`src/hdl/assert_macros.svh`:
```
// Assertion helpers
`ifndef ASSERT_MACROS_SVH
`define ASSERT_MACROS_SVH
`ifndef SYNTH
`define A_IMPL(lbl, clk, rst_n, a, c) \
	lbl: assert property (@(posedge clk) disable iff (!rst_n) (a) |-> (c)) \
		else $error("assertion failed");
`define A_NEXT(lbl, clk, rst_n, a, c) \
	lbl: assert property (@(posedge clk) disable iff (!rst_n) (a) |=> (c)) \
		else $error("assertion failed");
`else
`define A_IMPL(lbl, clk, rst_n, a, c)
`define A_NEXT(lbl, clk, rst_n, a, c)
`endif
`endif

```
`src/hdl/egcd_ram.sv`:
```
module egcd_ram #(
	parameter int Width = 32,
	parameter int Depth = 64
) (
	input  logic                     clk,
	input  logic                     we,
	input  logic [$clog2(Depth)-1:0] waddr,
	input  logic [Width-1:0]         wdata,
	input  logic [$clog2(Depth)-1:0] raddr,
	output logic [Width-1:0]         rdata
);
	logic [Width-1:0] mem [Depth];
	always_ff @(posedge clk) begin
		if (we) mem[waddr] <= wdata;
		rdata <= mem[raddr];
	end
endmodule

```
`config.mk`:
```
export PLATFORM = sky130hd
export DESIGN_NAME = egcd_ram
export DESIGN_NICKNAME = d
export VERILOG_FILES = /design/src/hdl/assert_macros.svh /design/src/hdl/egcd_ram.sv
export SDC_FILE = /design/constraint.sdc
export NUM_CORES = 2
export LEC_CHECK = 0
export ABC_CLOCK_PERIOD_IN_PS = 7910
export BUFFER_PORTS_ARGS = -buffer_cell sky130_fd_sc_hd__buf_2
export CORE_MARGIN = 5
export CORE_UTILIZATION = 40
export DETAILED_ROUTE_END_ITERATION = 7
export GPL_ROUTABILITY_DRIVEN = 0
export PLACE_DENSITY_LB_ADDON = 0.12
export SLEW_MARGIN = 20
export SYNTH_ARGS = -nofsm -noshare
export SYNTH_HDL_FRONTEND = slang
export SYNTH_SLANG_ARGS = --single-unit
```
`constraint.sdc`:
```
create_clock -name clk -period 7.91 [get_ports clk]
set_input_delay 0.3955 -clock clk [delete_from_list [all_inputs] [get_ports clk]]
set_output_delay 0.3955 -clock clk [all_outputs]
set_load 0.01 [all_outputs]
```
==> results.json <==
{
  "dpl.cell_count": 5949,
  "route.detailed.drc": 0,
  "portBuffers": 77,
  "hp-class": "in2reg",
  "power.share.combinational": 0.048,
  "synthArstFlopShare": 0,
  "ys.flop_type": "edfxtp_1",
  "setup_viol": 0,
  "cts_resized": 0,
  "wl_per_cell_microns": 33.9,
  "die_w_microns": 453,
  "timing.fmax_mhz": 332,
  "dp_hpwl_microns": 115000,
  "switchingPower_w": 0.00487,
  "grt_pass1_wl_microns": 300000,
  "yosysSeqAreaShare": 0.791,
  "maxSlewHeadroom": 0.295,
  "ys_ff_latch": 2080,
  "fin_skew_ns": 0.0289,
  "synth-edff-count": 2048,
  "synthesis.nets": 3370,
  "io_pins": 78,
  "outcome": "complete, no violations",
  "core-area_sq_um": 195000,
  "period_minus_slack_ns": 3.01,
  "grt_usage": 0.209,
  "max_cap_viol_count": 0,
  "clockPowerShare": 0.419,
  "period_share": 0.381,
  "overflow": 0,
  "setup_tns_ns": 0,
  "syn_area_per_cell_sq_um": 23.6,
  "cts_setup_buffers": 0,
  "rr_worst_depth": 4,
  "final_nets": 3587,
  "crit-reg2reg-launch": "mem[15][2]",
  "area_growth_pct": 14.0,
  "fin_cells": 6351,
  "first_pass_iters": 5,
  "avgViaCountPerCell": 5.78,
  "rr_endpoint": "rdata[2]",
  "die_area_sq_um": 205000,
  "cts_buffers": 214,
  "root_buffer": "clkbuf_16",
  "syn_area_sq_um": 78500,
  "clockBufferDepth": 3,
  "tightest_slew_ns": 1.06,
  "num_rows": 162,
  "endpoint": "rdata[26]",
  "drt_iter0_drc": 4288,
  "worstPathArrival_ns": 3.69,
  "fillers": 15900,
  "hold_viol": 0,
  "crit_fanout": 71,
  "critPathLaunchType": "primary input",
  "clock_latency_ns": 0.84,
  "die_y_microns": 453,
  "drive_gt1_frac": 0.294,
  "netlist_instances": 3324,
  "cts_max_level": 4,
  "rsz0062_at_grt": "false",
  "grt_pass1_vias": 37800,
  "slew_violations": 0,
  "p_leak_nw": 27.6,
  "start_util": 0.402,
  "power_w": 0.0230,
  "endpoint_kind": "flip-flop",
  "antenna_found_initial": 15,
  "yosys_warnings": 0,
  "ff2ff_setup_slack_ns": 5.63,
  "layout_common_cells": "edfxtp_1, mux4_2, clkbuf_16",
  "grt_max_degree": 108,
  "dr_total_vias": 36700,
  "final_common_cell": "edfxtp_1",
  "cts_tree": "yes",
  "cellPowerDensity_nw_per_um2": 257,
  "cts.sinks": 2080,
  "clk_pin_slew_worst_paths_ns": 0.06,
  "peakVddDrop_v": 0.000238,
  "startpoint": "raddr[0]",
  "drt_wl_total_microns": 216000,
  "sw_frac_of_total": 0.212,
  "worstPathRequired_ns": 8.59,
  "crit_type": "in2reg",
  "min_path_cells": 1,
  "internal-power_w": 0.0181,
  "ant_nets": 0,
  "holdBufCountCts": 0,
  "pwr-share-seq": 0.533,
  "synth.distinct_cells": 34
}
metal layers:
metal  part of all wire  track usage  vias up  wire length (microns)
met4              0.022       0.0527        0                   4850
met2               0.50        0.345     1332                 107000
met1               0.42        0.296    20400                  91300
met3              0.058       0.0304      272                  12500
li1                   -            -    14800                      -
met5                  0            0        -                      0
layout make-up:
cell class	instances	area [sq um]	area share
Clock buffer	273	5720	0.0639
Sequential cell	2080	62100	0.694
Multi-Input combinational cell	1062	16000	0.178
Timing Repair Buffer	183	1400	0.0156
Antenna cell	7	17.5	0.000196
Tap cell	2624	3280	0.0367
Clock inverter	122	982	0.0110
Yosys cell counts (all sizes together) (5+ instances only):
cell type / number / area share
edfxtp: 2048 / 0.78
mux4: 544 / 0.16
nor2: 137 / 0.0065
buf: 108 / 0.0077
mux2i: 93 / 0.012
o22ai: 84 / 0.0067
clkbuf: 74 / 0.0035
a21oi: 62 / 0.0040
dfxtp: 32 / 0.0082
o221ai: 27 / 0.0030
nand2: 26 / 0.0012
nor2b: 15 / 0.0012
a22oi: 12 / 0.0011
a311oi: 8 / 0.00089
nand2b: 8 / 0.00064
nor3: 7 / 0.00045
nand3: 5 / 0.00032
nand3b: 5 / 0.00048
or3b: 5 / 0.00056
critical path, cell delays in order:
cell,delay (ns)
buf_8,0.36
buf_12,0.52
buf_12,0.55
mux4_2,0.63
o22ai_1,0.17
nor2_1,0.10
a21oi_1,0.54
nor2_1,0.15
how the worst min path moves through the flow:
stage | start | end | slack [ns]
2_1_floorplan | wdata[0] | mem[0][0] | 0.49
3_3_place_gp | mem[12][8] | rdata[8] | 0.74
3_5_place_dp | mem[12][8] | rdata[8] | 0.74
4_1_cts | wdata[24] | mem[51][24] | 0.20
5_1_grt | wdata[6] | mem[0][6] | 0.11
6_report | wdata[6] | mem[0][6] | 0.12
sequential cells by signal (all words and copies together) (netlist names):
name,cells
rdata,32
mem,2048
stage by stage:
stage	instance area (sq um)	setup WS (ns)	utilization	hold slack, ns
after floorplan	78500	4.35	-	0.494
after global placement	82800	3.94	0.424	0.738
after detailed placement	82800	3.94	0.424	0.738
after CTS	89500	4.87	0.458	0.202
after global routing	89500	4.68	0.459	0.108
final	89500	4.90	0.459	0.117
logic make-up after synthesis:
kind of cell | count (synthesis) | synth area share
compound gates | 202 | 0.0167
buf+inv | 182 | 0.0113
flops | 2080 | 0.791
mux | 637 | 0.168
simple gates | 223 | 0.0127
power by group through the flow:
stage / Combinational [W] / Clock (W) / Sequential, W
2_1_floorplan: 0.000593 / 0 / 0.0125
3_3_place_gp: 0.00110 / 0 / 0.0125
3_5_place_dp: 0.00113 / 0 / 0.0125
4_1_cts: 0.00113 / 0.00985 / 0.0123
5_1_grt: 0.00117 / 0.0103 / 0.0123
6_report: 0.00110 / 0.00965 / 0.0123
Power figures use the tool's default switching activity.
