**src/hdl/assert_macros.svh**
```systemverilog
// Assertion helpers
`ifndef ASSERT_MACROS_SVH
`define ASSERT_MACROS_SVH
`ifndef SYNTH
`define A_IMPL(lbl, clk, rst_n, a, c) \
	lbl: assert property (@(posedge clk) disable iff (!rst_n) (a) |-> (c)) \
		else $error("assertion failed");
`define A_NEXT(lbl, clk, rst_n, a, c) \
	lbl: assert property (@(posedge clk) disable iff (!rst_n) (a) |=> (c)) \
		else $error("assertion failed");
`else
`define A_IMPL(lbl, clk, rst_n, a, c)
`define A_NEXT(lbl, clk, rst_n, a, c)
`endif
`endif

```
**src/hdl/egcd_pkg.sv**
```systemverilog
package egcd_pkg;
	localparam int OpW = 32;
	localparam int CoefW = OpW + 1;
	localparam int QDepth = 64;
	localparam int QAddrW = $clog2(QDepth);
	localparam int CntW = QAddrW + 1;
	localparam int DivCntW = $clog2(OpW + 1);

	typedef struct packed {
		logic [OpW-1:0] first_value;
		logic [OpW-1:0] second_value;
	} in_t;

	typedef struct packed {
		logic [OpW-1:0]          divisor;
		logic signed [CoefW-1:0] coef_first;
		logic signed [CoefW-1:0] coef_second;
		logic                    bad_input;
	} out_t;

	typedef struct packed {
		logic           start;
		logic [OpW-1:0] dividend;
		logic [OpW-1:0] divisor;
	} div_req_t;

	typedef struct packed {
		logic           done;
		logic [OpW-1:0] quot;
		logic [OpW-1:0] rem;
	} div_rsp_t;
endpackage

```
**src/hdl/egcd_div.sv**
```systemverilog
`include "assert_macros.svh"
module egcd_div (
	input  logic                clk,
	input  logic                arst_n,
	input  egcd_pkg::div_req_t  req,
	output egcd_pkg::div_rsp_t  rsp
);
	import egcd_pkg::*;
	logic               busy_q;
	logic               done_q;
	logic [DivCntW-1:0] cnt_q;
	logic [OpW-1:0]     rem_q, quo_q, dsr_q;
	logic [OpW:0]       trial;
	logic [OpW:0]       shifted;

	// restoring division, one quotient bit per cycle
	assign shifted = {rem_q, quo_q[OpW-1]};
	assign trial   = shifted - {1'b0, dsr_q};

	always_ff @(posedge clk or negedge arst_n) begin
		if (!arst_n) begin
			busy_q <= 1'b0;
			cnt_q  <= '0;
			done_q <= 1'b0;
		end else begin
			done_q <= 1'b0;
			if (req.start) begin
				busy_q <= 1'b1;
				cnt_q  <= DivCntW'(OpW);
			end else if (busy_q) begin
				cnt_q <= cnt_q - 1'b1;
				if (cnt_q == DivCntW'(1)) begin
					busy_q <= 1'b0;
					done_q <= 1'b1;
				end
			end
		end
	end

	always_ff @(posedge clk) begin
		if (req.start) begin
			rem_q <= '0;
			quo_q <= req.dividend;
			dsr_q <= req.divisor;
		end else if (busy_q) begin
			if (!trial[OpW]) rem_q <= trial[OpW-1:0];
			else rem_q <= shifted[OpW-1:0];
			quo_q <= {quo_q[OpW-2:0], ~trial[OpW]};
		end
	end
	assign rsp = '{done: done_q, quot: quo_q, rem: rem_q};

	`A_NEXT(a_done_pulse, clk, arst_n, rsp.done, !rsp.done)
	`A_IMPL(a_done_busy, clk, arst_n, rsp.done, !busy_q)
	`A_NEXT(a_start_busy, clk, arst_n, req.start, busy_q)
endmodule

```
**config.mk**
```make
export PLATFORM = sky130hd
export DESIGN_NAME = egcd_div
export DESIGN_NICKNAME = d
export VERILOG_FILES = /design/src/hdl/egcd_pkg.sv /design/src/hdl/egcd_div.sv
export VERILOG_INCLUDE_DIRS = /design/src /design/src/hdl
export SDC_FILE = /design/constraint.sdc
export NUM_CORES = 1
export LEC_CHECK = 0
export BUFFER_PORTS_ARGS = -buffer_cell sky130_fd_sc_hd__buf_4
export CAP_MARGIN = 25
export CELL_PAD_IN_SITES_DETAIL_PLACEMENT = 0
export CELL_PAD_IN_SITES_GLOBAL_PLACEMENT = 1
export CORE_MARGIN = 2
export CORE_UTILIZATION = 46
export CTS_CLUSTER_SIZE = 16
export DETAILED_ROUTE_END_ITERATION = 8
export GPL_ROUTABILITY_DRIVEN = 0
export HOLD_SLACK_MARGIN = 0.03
export PLACE_DENSITY = 0.9
export SYNTH_ARGS = -nofsm -noshare
export SYNTH_HDL_FRONTEND = slang
export SYNTH_SLANG_ARGS = --single-unit
```
**constraint.sdc**
```tcl
create_clock -name clk -period 5.55 [get_ports clk]
set_clock_uncertainty 0.1 [all_clocks]
set_input_delay 0.8325 -clock clk [delete_from_list [all_inputs] [get_ports clk]]
set_output_delay 0.8325 -clock clk [all_outputs]
set_load 0.005 [all_outputs]
```
==> out/qor.csv <==
stage,metric,value,unit
run_status,status,completed,
run,drv_cap,0,
timing,tightest_slew,862,ps
pwr,power.density,486,nW/µm²
floorplanning,rows,41,
logic_synthesis,synth_top_area_share,32.2,%
logic_synthesis,synth_compound_area_share,16.0,%
setup_path,start_kind,flip-flop,
setup_path,path_class,flip-flop to flip-flop,
route,drt_iter0_markers,216,
final_layout,area_growth_syn_to_layout,23.8,%
floorplanning,initial_core_util,47.2,%
route,dr.pass1.iters,4,
global_route,overflow,0,
floorplanning,pin_count,132,
floorplanning,fp.dieArea,13900,µm²
timing,fin_crit,3460,ps
logic_synthesis,synthCells,558,
logic_synthesis,ys_ff_latch,104,
timing,setup_viol,0,
pwr,peakVddDrop,212,µV
logic_synthesis,synth-edff-count,64,
final_layout,final_net_count,784,
clocking,clockBufferDepth,2,
final_layout,fillers,1102,
clocking,cts-htree-levels,3,
clocking,ctsResizeCount,0,
place,place_inst,842,
timing,max_slew_margin,42.6,%
logic_synthesis,synth-adder-area-share,7.45,%
logic_synthesis,muxShareOfSynthArea,10.4,%
logic_synthesis,synth_ff_type,edfxtp_1,
final_layout,n_antenna_cell,0,
logic_synthesis,synth_cell_types,63,
final_layout,stdcell_area,7400,µm²
global_route,track_usage,19.7,%
logic_synthesis,synth_top_family_by_area,compound AO/OA/AOI/OAI gates,
logic_synthesis,async_reset_ff_share,7.69,%
clocking,post-cts-setup-buffers,0,
route,viasPerCell,5.35,
place,numPortBuffers,131,
final_layout,utilization,58.4,%
clocking,cts_root_buf,clkbuf_16,
setup_path,critPathMaxFanout,30,
final_layout,stdcell_count,859,
logic_synthesis,synth_common_cells,"edfxtp_1, nor2_1, inv_1, ha_1, dfxtp_1",
route,vias,4594,
logic_synthesis,yosys-top-cells-area,"edfxtp_1, dfxtp_1, ha_1",
clocking,numCtsBuffers,9,
timing,rsz0062_at_grt,false,
clocking,cts_hold_buf,0,
global_route,grt_max_degree,73,
logic_synthesis,synth_xor_area_share,5.00,%
pwr,leakage,3.26,nW
clocking,cts_tree,built,
logic_synthesis,synth_nets,660,
hold_path,hold_path_class,input pin to async pin,
timing,period_share,62.4,%
timing,drv_slew,0,
global_route,grt_pass1_wl,22.3,mm
route,drc,0,
logic_synthesis,synth_warnings,0,
route,wl_per_cell,15.5,µm
logic_synthesis,synth-simple-area-share,10.1,%
place,dp_hpwl,9.62,mm
logic_synthesis,synth_largest_area_cell,edfxtp_1,
timing,setup_tns,0,ps
logic_synthesis,yosysMostFrequentCell,edfxtp_1,
logic_synthesis,syn_area_per_cell,10.7,µm²
clocking,insertion_delay,360,ps
clocking,cts_sinks,104,
setup_path,worstPathRequired,5710,ps
final_layout,drive_gt1_share,29.0,%
timing,hold_viol_final,0,
place,dpl-instance-area,7070,µm²
setup_path,end_kind,flip-flop,
setup_path,arrival,3620,ps
route,ant_nets,0,
floorplanning,dieWidth,118,µm
global_route,grt_pass1_vias,4670,
floorplanning,core_region_area,12700,µm²
logic_synthesis,synth-seq-area-share,46.2,%
floorplanning,fp.dieH,118,µm
timing,max_freq,289,MHz
clocking,clk_pin_slew,80,ps
global_route,grt_antenna_before_repair,0,
route,finalWirelength,13.4,mm
logic_synthesis,synthesis.area,5980,µm²
-- area by class of cell --
cell class | instances | area [µm²] | area share [%]
inverters | 44 | 165 | 2.23
clock buffers | 10 | 229 | 3.09
flip-flops and latches | 104 | 2760 | 37.4
multi-input cells | 388 | 2920 | 39.5
well taps | 172 | 215 | 2.91
clock inverters | 6 | 77.6 | 1.05
repair buffers | 135 | 1030 | 13.9
-- logic make-up after synthesis --
kind of cell,after synthesis
AOI/OAI and AO/OA,137
xor gates and xnor gates,32
adders and majority gates,35
buffers and inverters,66
DFF,104
muxes,58
and+or+nand+nor,126
-- state kept, by name (all words and copies together), names as in the netlist --
| signal | flops |
|---|---|
| busy_q | 1 |
| dsr_q | 32 |
| done_q | 1 |
| rem_q | 32 |
| quo_q | 32 |
| cnt_q | 6 |
-- routing by layer --
| metal | wire length [µm] | vias up | track usage, % |
|---|---|---|---|
| met3 | 758 | 11 | 6.98 |
| li1 | - | 2297 | - |
| met4 | 101 | 0 | 5.20 |
| met5 | 0 | - | 0 |
| met2 | 6440 | 106 | 32.6 |
| met1 | 6050 | 2180 | 24.3 |
-- power breakdown --
group / leakage, nW / internal (W) / switching, W
sequential: 1.01 / 0.00102 / 0.000170
combinational: 2.10 / 0.000863 / 0.000883
clock: 0.147 / 0.000359 / 0.000304
total: 3.26 / 0.00224 / 0.00136
-- stage by stage --
step	hold WS, ps	total power [W]	setup WS [ps]
final	174	0.00359	2090
after global routing	159	0.00386	1800
after CTS	160	0.00363	2080
after detailed placement	421	0.00295	2090
after global placement	404	0.00290	2250
after floorplan	384	0.00246	2700
-- worst max-delay path, cell delays in order, from the launching register on --
cell      delay, ps
dfxtp_1         340
ha_1            370
a21o_1          210
a211oi_2        280
a21oi_2         120
o311a_4         380
o21ai_2         220
nand2_4         110
xnor2_4         310
buf_4           500
mux2i_1         140
a211oi_1        280
-- cell usage in the layout, fill, tap and decap left out, types with 6 or more instances in the layout --
cell / count
a211oi_1: 31
a21o_1: 12
a21oi_1: 31
a31oi_1: 6
buf_4: 134
clkbuf_16: 9
dfrtp_1: 7
dfxtp_1: 32
edfxtp_1: 64
ha_1: 34
inv_1: 43
mux2_2: 31
mux2i_1: 27
nand2_1: 30
nand2b_1: 7
nand3_1: 9
nor2_1: 49
o21a_1: 6
o21ai_0: 13
o21bai_1: 6
xnor2_1: 19
xor2_1: 12
-- path summary, 6_finish.rpt --
check / end / start / slack [ps] / depth (start not counted)
max in group asynchronous: busy_q$_DFF_PN0_ / arst_n / 5030 / 1
max: rem_q[18]$_SDFFE_PP0P_ / rem_q[4]$_SDFFE_PP0P_ / 2090 / 11
min in group clk: rem_q[7]$_SDFFE_PP0P_ / rem_q[7]$_SDFFE_PP0P_ / 430 / 2
max reg2reg: rem_q[18]$_SDFFE_PP0P_ / rem_q[4]$_SDFFE_PP0P_ / 2090 / 11
min reg2reg: rem_q[7]$_SDFFE_PP0P_ / rem_q[7]$_SDFFE_PP0P_ / 430 / 2
min: cnt_q[1]$_DFFE_PN0P_ / arst_n / 170 / 1
Power figures use the tool's default switching activity.
